--- src/design/dgrs_pkg.sv ---
// Shared types, constants and helper functions of the DDA grid ray stepper.
`default_nettype none
package dgrs_pkg;

  // Fixed field widths of the request and result channels.
  localparam int POS_W  = 24;
  localparam int DIR_W  = 18;
  localparam int CELL_W = 10;
  localparam int DIST_W = 32;

  localparam logic signed [CELL_W-1:0] CELL_MAX = 10'sd511;
  localparam logic signed [CELL_W-1:0] CELL_MIN = -10'sd512;

  // Request command codes.
  localparam logic CMD_START = 1'b0;
  localparam logic CMD_STEP  = 1'b1;

  // Axis codes, also used for the crossed side.
  localparam logic AX_X = 1'b0;
  localparam logic AX_Y = 1'b1;

  typedef enum logic [2:0] {
    S_IDLE,
    S_DIV,
    S_MUL,
    S_AXIS,
    S_STEP
  } dgrs_state_t;

  // Commands from the controller to the datapath.
  typedef struct packed {
    logic latch;
    logic div_init;
    logic div_step;
    logic mul_en;
    logic axis_wr;
    logic axis;
    logic do_step;
    logic emit;
  } dgrs_cmd_t;

  // Status from the datapath to the controller.
  typedef struct packed {
    logic div_last;
    logic out_free;
  } dgrs_stat_t;

  // Unsigned 32-bit add that saturates at all ones.
  function automatic logic [DIST_W-1:0] sat_add32(input logic [DIST_W-1:0] a,
                                                  input logic [DIST_W-1:0] b);
    logic [DIST_W:0] sum;
    sum = {1'b0, a} + {1'b0, b};
    return sum[DIST_W] ? {DIST_W{1'b1}} : sum[DIST_W-1:0];
  endfunction

  // Move a cell one unit up or down, saturating at the cell range ends.
  function automatic logic signed [CELL_W-1:0] cell_step(input logic signed [CELL_W-1:0] c,
                                                         input logic neg);
    logic signed [CELL_W:0] ext;
    ext = {c[CELL_W-1], c} + (neg ? -11'sd1 : 11'sd1);
    if (ext > 11'sd511) begin
      return CELL_MAX;
    end else if (ext < -11'sd512) begin
      return CELL_MIN;
    end
    return ext[CELL_W-1:0];
  endfunction

endpackage
`default_nettype wire

--- src/design/dgrs_ctrl.sv ---
// Controller state machine that sequences ray setup and cell steps.
`default_nettype none
module dgrs_ctrl (
  input  wire logic              clk,
  input  wire logic              rst_n,
  input  wire logic              in_valid,
  output logic                   in_ready,
  input  wire logic              in_cmd,
  output dgrs_pkg::dgrs_cmd_t    cmd,
  input  wire dgrs_pkg::dgrs_stat_t stat
);
  import dgrs_pkg::*;

  dgrs_state_t state_r, state_nxt;
  logic        axis_r, axis_nxt;

  // State and axis registers.
  always_ff @(posedge clk) begin
    if (!rst_n) begin
      state_r <= S_IDLE;
      axis_r  <= AX_X;
    end else begin
      state_r <= state_nxt;
      axis_r  <= axis_nxt;
    end
  end

  // Next state and datapath commands.
  always_comb begin
    state_nxt = state_r;
    axis_nxt  = axis_r;
    in_ready  = 1'b0;
    cmd       = '0;
    cmd.axis  = axis_r;
    case (state_r)
      S_IDLE: begin
        in_ready = 1'b1;
        if (in_valid) begin
          cmd.latch    = 1'b1;
          cmd.div_init = 1'b1;
          axis_nxt     = AX_X;
          state_nxt    = (in_cmd == CMD_STEP) ? S_STEP : S_DIV;
        end
      end
      S_DIV: begin
        cmd.div_step = 1'b1;
        if (stat.div_last) begin
          state_nxt = S_MUL;
        end
      end
      S_MUL: begin
        cmd.mul_en = 1'b1;
        state_nxt  = S_AXIS;
      end
      S_AXIS: begin
        if (axis_r == AX_X) begin
          cmd.axis_wr  = 1'b1;
          cmd.div_init = 1'b1;
          axis_nxt     = AX_Y;
          state_nxt    = S_DIV;
        end else if (stat.out_free) begin
          cmd.axis_wr = 1'b1;
          cmd.emit    = 1'b1;
          state_nxt   = S_IDLE;
        end
      end
      S_STEP: begin
        if (stat.out_free) begin
          cmd.do_step = 1'b1;
          cmd.emit    = 1'b1;
          state_nxt   = S_IDLE;
        end
      end
      default: begin
        state_nxt = S_IDLE;
      end
    endcase
  end

`ifndef ASSERT_OFF
  // An accepted request always leaves the idle state.
  a_accept_busy: assert property (@(posedge clk) disable iff (!rst_n)
    (in_valid && in_ready) |=> (state_r != S_IDLE))
    else $error("controller stayed idle after accepting a request");

  // The multiply state is always followed by the axis write-back state.
  a_mul_then_axis: assert property (@(posedge clk) disable iff (!rst_n)
    (state_r == S_MUL) |=> (state_r == S_AXIS))
    else $error("multiply not followed by axis write");

  // A result is sent only after a step or after the y axis of a setup.
  a_emit_source: assert property (@(posedge clk) disable iff (!rst_n)
    cmd.emit |-> ((state_r == S_STEP) || (state_r == S_AXIS && axis_r == AX_Y)))
    else $error("result sent from an unexpected state");
`endif

endmodule
`default_nettype wire

--- src/design/dgrs_dpath.sv ---
// Datapath: ray state, shared reciprocal divider, side multiplier and result register.
`default_nettype none
module dgrs_dpath #(
  parameter int MAP_BITS  = 8,
  parameter int FRAC_BITS = 16
) (
  input  wire logic                                  clk,
  input  wire logic                                  rst_n,
  input  wire dgrs_pkg::dgrs_cmd_t                   cmd,
  output dgrs_pkg::dgrs_stat_t                       stat,
  input  wire logic [dgrs_pkg::POS_W-1:0]            in_pos_x,
  input  wire logic [dgrs_pkg::POS_W-1:0]            in_pos_y,
  input  wire logic signed [dgrs_pkg::DIR_W-1:0]     in_dir_x,
  input  wire logic signed [dgrs_pkg::DIR_W-1:0]     in_dir_y,
  output logic                                       out_valid,
  input  wire logic                                  out_ready,
  output logic signed [dgrs_pkg::CELL_W-1:0]         out_cell_x,
  output logic signed [dgrs_pkg::CELL_W-1:0]         out_cell_y,
  output logic                                       out_crossed_side,
  output logic [dgrs_pkg::DIST_W-1:0]                out_dist_x,
  output logic [dgrs_pkg::DIST_W-1:0]                out_dist_y,
  output logic                                       out_out_of_map
);
  import dgrs_pkg::*;

  // Quotient bits of 2^(2F) / mag, counter width, distance and product widths.
  localparam int QW = 2 * FRAC_BITS + 1;
  localparam int CW = $clog2(QW + 1);
  localparam int DW = FRAC_BITS + 1;
  localparam int PW = DW + DIST_W;
  localparam logic [CW-1:0] CNT_LAST = CW'(QW - 1);
  localparam logic [POS_W:0] ONE_POS = {{POS_W{1'b0}}, 1'b1} << FRAC_BITS;
  localparam logic signed [CELL_W:0] MAP_LIM = (CELL_W+1)'(1 << MAP_BITS);

  // Latched request fields.
  logic [POS_W-1:0]        pos_x_r, pos_y_r;
  logic [DIR_W-1:0]        dir_x_r, dir_y_r;

  // Divider registers.
  logic [DIR_W-1:0]        rem_r;
  logic [DIST_W-1:0]       q_r;
  logic                    qovf_r;
  logic [CW-1:0]           cnt_r;
  logic [PW-1:0]           prod_r;

  // Ray state.
  logic signed [CELL_W-1:0] cell_x_r, cell_x_nxt, cell_y_r, cell_y_nxt;
  logic                     neg_x_r, neg_x_nxt, neg_y_r, neg_y_nxt;
  logic [DIST_W-1:0]        delta_x_r, delta_x_nxt, delta_y_r, delta_y_nxt;
  logic [DIST_W-1:0]        side_x_r, side_x_nxt, side_y_r, side_y_nxt;
  logic                     last_axis_r, last_axis_nxt;

  // Result register.
  logic                     out_valid_r;
  logic signed [CELL_W-1:0] out_cell_x_r, out_cell_y_r;
  logic                     out_side_r, out_map_r;
  logic [DIST_W-1:0]        out_dist_x_r, out_dist_y_r;

  // Operands of the axis that is being set up.
  logic [POS_W-1:0]        sel_pos;
  logic [DIR_W-1:0]        sel_dir;
  logic                    dir_neg;
  logic [DIR_W-1:0]        mag;
  logic [DIR_W:0]          rem_sh, rem_sub;
  logic                    q_bit;
  logic [DIR_W-1:0]        rem_nxt;
  logic [DIST_W-1:0]       delta_c;
  logic [POS_W:0]          frac_w, dist_w;
  logic [DW-1:0]           bnd_dist;
  logic [DIST_W:0]         side_raw;
  logic [DIST_W-1:0]       side_c;
  logic [POS_W-1:0]        ipart;
  logic signed [CELL_W-1:0] cell_c;
  logic                    go_x;
  logic                    map_off;

  assign sel_pos = (cmd.axis == AX_Y) ? pos_y_r : pos_x_r;
  assign sel_dir = (cmd.axis == AX_Y) ? dir_y_r : dir_x_r;
  assign dir_neg = sel_dir[DIR_W-1];
  assign mag     = dir_neg ? (DIR_W'(0) - sel_dir) : sel_dir;

  // One restoring division step; the dividend is a single one at its top bit.
  assign rem_sh  = {rem_r, (cnt_r == '0)};
  assign rem_sub = rem_sh - {1'b0, mag};
  assign q_bit   = (rem_sh >= {1'b0, mag});
  assign rem_nxt = q_bit ? rem_sub[DIR_W-1:0] : rem_sh[DIR_W-1:0];

  // Delta saturates for a zero direction or a quotient beyond 32 bits.
  assign delta_c = ((mag == '0) || qovf_r) ? {DIST_W{1'b1}} : q_r;

  // Distance from the position to the first boundary, in fraction units.
  assign frac_w   = {1'b0, sel_pos} & (ONE_POS - 1'b1);
  assign dist_w   = dir_neg ? frac_w : (ONE_POS - frac_w);
  assign bnd_dist = dist_w[DW-1:0];

  // Scaled product and its saturation.
  assign side_raw = prod_r[PW-1:FRAC_BITS];
  assign side_c   = side_raw[DIST_W] ? {DIST_W{1'b1}} : side_raw[DIST_W-1:0];

  // Starting cell, saturated at the top of the cell range.
  assign ipart  = sel_pos >> FRAC_BITS;
  assign cell_c = (ipart > POS_W'(CELL_MAX)) ? CELL_MAX : ipart[CELL_W-1:0];

  assign go_x = (side_x_r < side_y_r);

  // Next ray state for an axis setup or a cell step.
  always_comb begin
    cell_x_nxt    = cell_x_r;
    cell_y_nxt    = cell_y_r;
    neg_x_nxt     = neg_x_r;
    neg_y_nxt     = neg_y_r;
    delta_x_nxt   = delta_x_r;
    delta_y_nxt   = delta_y_r;
    side_x_nxt    = side_x_r;
    side_y_nxt    = side_y_r;
    last_axis_nxt = last_axis_r;
    if (cmd.axis_wr) begin
      last_axis_nxt = AX_X;
      if (cmd.axis == AX_X) begin
        cell_x_nxt  = cell_c;
        neg_x_nxt   = dir_neg;
        delta_x_nxt = delta_c;
        side_x_nxt  = side_c;
      end else begin
        cell_y_nxt  = cell_c;
        neg_y_nxt   = dir_neg;
        delta_y_nxt = delta_c;
        side_y_nxt  = side_c;
      end
    end else if (cmd.do_step) begin
      if (go_x) begin
        side_x_nxt    = sat_add32(side_x_r, delta_x_r);
        cell_x_nxt    = cell_step(cell_x_r, neg_x_r);
        last_axis_nxt = AX_X;
      end else begin
        side_y_nxt    = sat_add32(side_y_r, delta_y_r);
        cell_y_nxt    = cell_step(cell_y_r, neg_y_r);
        last_axis_nxt = AX_Y;
      end
    end
  end

  // Map bounds test on the updated cell.
  assign map_off = cell_x_nxt[CELL_W-1] || cell_y_nxt[CELL_W-1] ||
                   ({cell_x_nxt[CELL_W-1], cell_x_nxt} >= MAP_LIM) ||
                   ({cell_y_nxt[CELL_W-1], cell_y_nxt} >= MAP_LIM);

  // Request field capture.
  always_ff @(posedge clk) begin
    if (cmd.latch) begin
      pos_x_r <= in_pos_x;
      pos_y_r <= in_pos_y;
      dir_x_r <= in_dir_x;
      dir_y_r <= in_dir_y;
    end
  end

  // Reciprocal divider, one quotient bit per cycle.
  always_ff @(posedge clk) begin
    if (!rst_n) begin
      cnt_r <= '0;
    end else if (cmd.div_init) begin
      cnt_r <= '0;
    end else if (cmd.div_step) begin
      cnt_r <= cnt_r + 1'b1;
    end
  end

  always_ff @(posedge clk) begin
    if (cmd.div_init) begin
      rem_r  <= '0;
      q_r    <= '0;
      qovf_r <= 1'b0;
    end else if (cmd.div_step) begin
      rem_r  <= rem_nxt;
      q_r    <= {q_r[DIST_W-2:0], q_bit};
      qovf_r <= qovf_r | q_r[DIST_W-1];
    end
  end

  // Side distance multiplier.
  always_ff @(posedge clk) begin
    if (cmd.mul_en) begin
      prod_r <= {{DIST_W{1'b0}}, bnd_dist} * {{DW{1'b0}}, delta_c};
    end
  end

  // Ray state registers.
  always_ff @(posedge clk) begin
    if (!rst_n) begin
      cell_x_r    <= '0;
      cell_y_r    <= '0;
      neg_x_r     <= 1'b0;
      neg_y_r     <= 1'b0;
      delta_x_r   <= '0;
      delta_y_r   <= '0;
      side_x_r    <= '0;
      side_y_r    <= '0;
      last_axis_r <= AX_X;
    end else begin
      cell_x_r    <= cell_x_nxt;
      cell_y_r    <= cell_y_nxt;
      neg_x_r     <= neg_x_nxt;
      neg_y_r     <= neg_y_nxt;
      delta_x_r   <= delta_x_nxt;
      delta_y_r   <= delta_y_nxt;
      side_x_r    <= side_x_nxt;
      side_y_r    <= side_y_nxt;
      last_axis_r <= last_axis_nxt;
    end
  end

  // Result register valid flag.
  always_ff @(posedge clk) begin
    if (!rst_n) begin
      out_valid_r <= 1'b0;
    end else if (cmd.emit) begin
      out_valid_r <= 1'b1;
    end else if (out_ready) begin
      out_valid_r <= 1'b0;
    end
  end

  // Result register payload.
  always_ff @(posedge clk) begin
    if (cmd.emit) begin
      out_cell_x_r <= cell_x_nxt;
      out_cell_y_r <= cell_y_nxt;
      out_side_r   <= last_axis_nxt;
      out_dist_x_r <= side_x_nxt;
      out_dist_y_r <= side_y_nxt;
      out_map_r    <= map_off;
    end
  end

  assign stat.div_last = (cnt_r == CNT_LAST);
  assign stat.out_free = !out_valid_r || out_ready;

  assign out_valid        = out_valid_r;
  assign out_cell_x       = out_cell_x_r;
  assign out_cell_y       = out_cell_y_r;
  assign out_crossed_side = out_side_r;
  assign out_dist_x       = out_dist_x_r;
  assign out_dist_y       = out_dist_y_r;
  assign out_out_of_map   = out_map_r;

`ifndef ASSERT_OFF
  // A result is only loaded when the result register can take it.
  a_emit_free: assert property (@(posedge clk) disable iff (!rst_n)
    cmd.emit |-> stat.out_free)
    else $error("result loaded over an unread result");

  // A loaded result is offered on the next cycle.
  a_emit_valid: assert property (@(posedge clk) disable iff (!rst_n)
    cmd.emit |=> out_valid)
    else $error("loaded result not offered");

  // A cell step advances at most one side distance.
  a_step_one_axis: assert property (@(posedge clk) disable iff (!rst_n)
    cmd.do_step |=> ($stable(side_x_r) || $stable(side_y_r)))
    else $error("cell step changed both side distances");
`endif

endmodule
`default_nettype wire

--- src/design/dda_grid_ray_stepper.sv ---
// Top level of the DDA grid ray stepper: controller plus datapath.
//
// Usage: requests arrive on the in_ channel (valid/ready). A request with
// in_cmd = 0 starts a ray from in_pos_x/in_pos_y and in_dir_x/in_dir_y; a
// request with in_cmd = 1 advances the ray one cell. Each request yields one
// result on the out_ channel (valid/ready): the cell, the crossed axis, both
// side distances and the off-map flag after the update.
// Sequencing: a step result is loaded into the result register as soon as
// that register is free, and the next request is taken once the controller
// is back in idle. A start request runs two reciprocals of 2*FRAC_BITS+1
// quotient bits each through one shared bit-serial divider, then one
// multiply and one write-back per axis, x first, then y; its result is
// loaded once the y write-back finds the result register free. The block
// works on one request at a time; in_ready is high only while idle.
// Reset clears the ray state to zero, empties the result register and
// returns the controller to idle; a step before any start works on that state.
// When the receiver stalls, the result waits in the output register; the block
// still accepts one more request but holds its result until the register frees.
`default_nettype none
module dda_grid_ray_stepper #(
  parameter int MAP_BITS  = 8,
  parameter int FRAC_BITS = 16
) (
  input  wire logic                                  clk,
  input  wire logic                                  rst_n,
  input  wire logic                                  in_valid,
  output logic                                       in_ready,
  input  wire logic                                  in_cmd,
  input  wire logic [dgrs_pkg::POS_W-1:0]            in_pos_x,
  input  wire logic [dgrs_pkg::POS_W-1:0]            in_pos_y,
  input  wire logic signed [dgrs_pkg::DIR_W-1:0]     in_dir_x,
  input  wire logic signed [dgrs_pkg::DIR_W-1:0]     in_dir_y,
  output logic                                       out_valid,
  input  wire logic                                  out_ready,
  output logic signed [dgrs_pkg::CELL_W-1:0]         out_cell_x,
  output logic signed [dgrs_pkg::CELL_W-1:0]         out_cell_y,
  output logic                                       out_crossed_side,
  output logic [dgrs_pkg::DIST_W-1:0]                out_dist_x,
  output logic [dgrs_pkg::DIST_W-1:0]                out_dist_y,
  output logic                                       out_out_of_map
);
  import dgrs_pkg::*;

  dgrs_cmd_t  cmd;
  dgrs_stat_t stat;

  // Sequencer for setup and step requests.
  dgrs_ctrl u_ctrl (
    .clk      (clk),
    .rst_n    (rst_n),
    .in_valid (in_valid),
    .in_ready (in_ready),
    .in_cmd   (in_cmd),
    .cmd      (cmd),
    .stat     (stat)
  );

  // Ray state, arithmetic and result register.
  dgrs_dpath #(
    .MAP_BITS  (MAP_BITS),
    .FRAC_BITS (FRAC_BITS)
  ) u_dpath (
    .clk              (clk),
    .rst_n            (rst_n),
    .cmd              (cmd),
    .stat             (stat),
    .in_pos_x         (in_pos_x),
    .in_pos_y         (in_pos_y),
    .in_dir_x         (in_dir_x),
    .in_dir_y         (in_dir_y),
    .out_valid        (out_valid),
    .out_ready        (out_ready),
    .out_cell_x       (out_cell_x),
    .out_cell_y       (out_cell_y),
    .out_crossed_side (out_crossed_side),
    .out_dist_x       (out_dist_x),
    .out_dist_y       (out_dist_y),
    .out_out_of_map   (out_out_of_map)
  );

endmodule
`default_nettype wire
--- config.mk ---
export PLATFORM = sky130hd
export DESIGN_NAME = dda_grid_ray_stepper
export DESIGN_NICKNAME = d
export VERILOG_FILES = /design/src/design/dgrs_pkg.sv /design/src/design/dgrs_ctrl.sv /design/src/design/dgrs_dpath.sv /design/src/design/dda_grid_ray_stepper.sv
export SDC_FILE = /design/constraint.sdc
export NUM_CORES = 2
export LEC_CHECK = 0
export CORE_ASPECT_RATIO = 0.7
export CORE_UTILIZATION = 50
export DETAILED_ROUTE_END_ITERATION = 8
export DONT_BUFFER_PORTS = 1
export PLACE_DENSITY = 0.68
export SLEW_MARGIN = 20
export SYNTH_ARGS = -nofsm -noshare
export SYNTH_HDL_FRONTEND = slang
export SYNTH_HIERARCHICAL = 1
export SYNTH_SLANG_ARGS = --single-unit
--- constraint.sdc ---
create_clock -name clk -period 16.1 [get_ports clk]
set_input_delay 0.805 -clock clk [delete_from_list [all_inputs] [get_ports clk]]
set_output_delay 0.805 -clock clk [all_outputs]
set_load 0.02 [all_outputs]
==> flow_summary.yaml <==
run_status:
  status: "finished, final reports clean"
power_and_ir_drop:
  combPwrFrac_pct: 33.4
  switching_share_pct: 37.2
  vdd_drop_max_mv: 0.111
  p_total_mw: 3.75
  clkPwrFrac_pct: 29.6
  cellPowerDensity_nw_per_um2: 90.3
  intPower_mw: 2.35
  p_seq_share_pct: 36.9
  p_leak_nw: 18.5
  power_switching_mw: 1.40
die:
  coreArea_sq_um: 77100
  die_x_um: 336
  io_pins: 177
  dieArea_sq_um: 79200
  fp-row-count: 85
  die_height_um: 236
  initial_utilization_pct: 50.6
synthesis:
  yosysTopAreaCell: "fa_1"
  synth_ff_type: "dfxtp_1"
  synthCells: 4231
  async_flop_share_pct: 0
  seq_area_frac_synth_pct: 26.5
  synth_area_leaders: "fa_1 23%, edfxtp_1 16%, dfxtp_1 11%"
  synth.top_cell.area_share_pct: 23.2
  synth-edff-count: 203
  syn-num-nets: 5030
  syn_area_sq_um: 39000
  ys_ff_latch: 416
  synth.distinct_cells: 96
  synth.yosys.warnings: 6
  avgSynthCellArea_sq_um: 9.23
cts:
  numClockSinks: 416
  htreeDepth: 2
  clk_latency_ns: 0.62
  cts_tree: "yes"
  cts_resized: 0
  cts_setup_buffers: 0
  cts_buffers: 45
  cts_hold_buf: 0
  cts.path.max_buffers: 3
  clk_pin_slew_ns: 0.07
  root_buffer: "clkbuf_16"
sta:
  report.final.slew_viol_count: 0
  rsz0062_at_grt: "no"
  period_share_pct: 73.0
  fmax_mhz: 85.0
  setup_violations: 0
  holdWs_ns: 0.277
  fin_setup_tns_ns: 0
  max_slew_margin_pct: 15.0
  hold_viol: 0
  fin_crit_ns: 11.76
  worstMarginPinSlew_ns: 1.26
  clock_skew_ns: 0.0272
route:
  drt_first_pass_iters: 6
  drtIter0Drc: 2643
  wirelength_um: 106000
  drc_errors: 0
  post_drt_via_cell_ratio: 5.73
  vias: 29800
  ant_nets: 0
  wire_per_inst_um: 20.4
job:
  maxCapViolations: 0
critical_path:
  start_kind: "register"
  crit_path_max_incr_delay_ns: 0.82
  required_ns: 16.47
  crit_path_frequent_cell: "fa_1"
  crit_type: "reg -> reg"
  reg2regPathDepth: 30
  endpoint_kind: "register"
  worstPathArrival_ns: 12.13
  crit_slowest_cell: "buf_4"
  worstPathMaxFanout: 72
placed_design:
  dp.cells: 5117
  place_hpwl_um: 81200
  io_buffers: 0
  routabilityCongestion: 0.953
global_route:
  top_usage_layer: "met1"
  grt-ovfl-total: 0
  grt_pass1_wl_um: 168000
  track_usage_pct: 27.4
  grt_pass1_vias: 29100
  grt_max_degree: 136
  met1_usage_pct: 40.9
  met2_usage_pct: 39.2
  antenna_found_initial: 3
  grtUsageMet3_pct: 6.35
hold_path:
  hold_path_class: "in -> reg"
  holdPathStages: 0
final_layout:
  nets: 4919
  layout.cells.non_filler: 5200
  final_core_utilization_pct: 53.9
  diodes: 0
  drive_above_1_share_pct: 5.70
  syn_to_final_growth_pct: 6.37
[Yosys cell counts (18+ instances only)]
| library cell | count |
|---|---|
| inv_1 | 576 |
| fa_1 | 452 |
| nand2_1 | 438 |
| nor2_1 | 412 |
| ha_1 | 258 |
| a21oi_1 | 233 |
| o21ai_0 | 216 |
| dfxtp_1 | 213 |
| edfxtp_1 | 203 |
| clkbuf_1 | 138 |
| xnor2_1 | 101 |
| nor3_1 | 92 |
| and2_1 | 84 |
| mux2i_1 | 79 |
| a21o_1 | 67 |
| xor2_1 | 60 |
| buf_2 | 44 |
| a211oi_1 | 40 |
| o211ai_1 | 31 |
| or3_1 | 30 |
| nand3_1 | 28 |
| nand2b_1 | 27 |
| or2_1 | 26 |
| nand4_1 | 24 |
| nor2_4 | 23 |
| and3_1 | 21 |
| o21bai_1 | 21 |
| o22ai_1 | 21 |
| o21a_1 | 18 |
[state kept, by name, summed over array words and instances (netlist names), 18 cells and up]
| name | count |
|---|---|
| u_dpath/delta_x_r | 32 |
| u_dpath/side_y_r | 32 |
| u_dpath/dir_y_r | 18 |
| u_dpath/out_dist_x | 32 |
| u_dpath/rem_r | 18 |
| u_dpath/out_dist_y | 32 |
| u_dpath/dir_x_r | 18 |
| u_dpath/delta_y_r | 32 |
| u_dpath/prod_r | 33 |
| u_dpath/pos_x_r | 24 |
| u_dpath/side_x_r | 32 |
| u_dpath/q_r | 32 |
| u_dpath/pos_y_r | 24 |
[area by class of cell]
type,count,area [sq um]
Timing Repair Buffer,47,353
Multi-Input combinational cell,3031,25800
Tap cell,1044,1310
Sequential cell,416,10400
Clock inverter,25,350
Inverter,579,2170
Clock buffer,58,1180
Fill cell,6858,35600
[power groups by stage]
stage          clock network (mW)  logic (mW)  registers, mW
3_5_place_dp                    0        1.22           1.41
2_1_floorplan                   0       0.847           1.37
5_1_grt                      1.18        1.38           1.40
6_report                     1.11        1.25           1.39
3_3_place_gp                    0        1.20           1.41
4_1_cts                      1.14        1.23           1.38
[through the flow]
| step | area [sq um] | worst slack (ns) |
|---|---|---|
| 2_1_floorplan | 39000 | 5.87 |
| 3_3_place_gp | 40000 | 4.71 |
| 3_5_place_dp | 40000 | 4.57 |
| 4_1_cts | 41500 | 4.53 |
| 5_1_grt | 41500 | 3.64 |
| 6_report | 41500 | 4.34 |
[kinds of logic after synthesis]
kind of cell	synth area share, %
AND/OR/NAND/NOR	15.1
XOR/XNOR	3.65
AO/OA/AOI/OAI	12.7
adder cells (fa/ha/maj)	31.5
buffers and inverters	7.97
flip-flops	26.5
multiplexers	2.54
[layer usage]
| layer | vias up | part of all wire, % |
|---|---|---|
| li1 | 13800 | - |
| met1 | 14600 | 46 |
| met2 | 1232 | 42 |
| met3 | 183 | 9.5 |
| met4 | 6 | 2.7 |
| met5 | - | 0.19 |
[critical path: cells and delay by family, from the launching register on]
kind | cells | cell delay (ns)
flops | 1 | 0.79
simple gates | 5 | 1.56
compound gates | 11 | 3.38
xor+xnor | 2 | 0.26
buf+inv | 3 | 1.58
mux | 1 | 0.32
fa+ha+maj | 8 | 3.54
[path summary, 6_finish.rpt]
check / start / end / slack, ns
max: u_ctrl/axis_r$_SDFFE_PN0P_ / u_dpath/prod_r[37]$_DFFE_PP_ / 4.34
min: in_dir_x[11] / u_dpath/dir_x_r[11]$_DFFE_PP_ / 0.28
max reg2reg: u_ctrl/axis_r$_SDFFE_PN0P_ / u_dpath/prod_r[37]$_DFFE_PP_ / 4.34
min reg2reg: u_dpath/rem_r[17]$_SDFFE_PP0P_ / u_dpath/rem_r[17]$_SDFFE_PP0P_ / 0.51
[cell usage in the layout (no fill, tap or decap), types with 24 or more instances in the layout]
cell	count
xor2_1	55
nor2_1	406
xnor2_1	93
dfxtp_1	212
nand2_1	438
a211oi_1	40
a21o_1	67
mux2i_1	79
nand3_1	28
nor3_1	92
buf_4	47
o211ai_1	31
nand4_1	24
edfxtp_1	203
inv_1	576
ha_1	258
or2_1	26
nand2b_1	27
nor2_4	27
or3_1	30
and2_1	83
a21oi_1	233
fa_1	452
o21ai_0	216
clkbuf_16	45
Note: power is estimated with default switching activity, not from simulation.
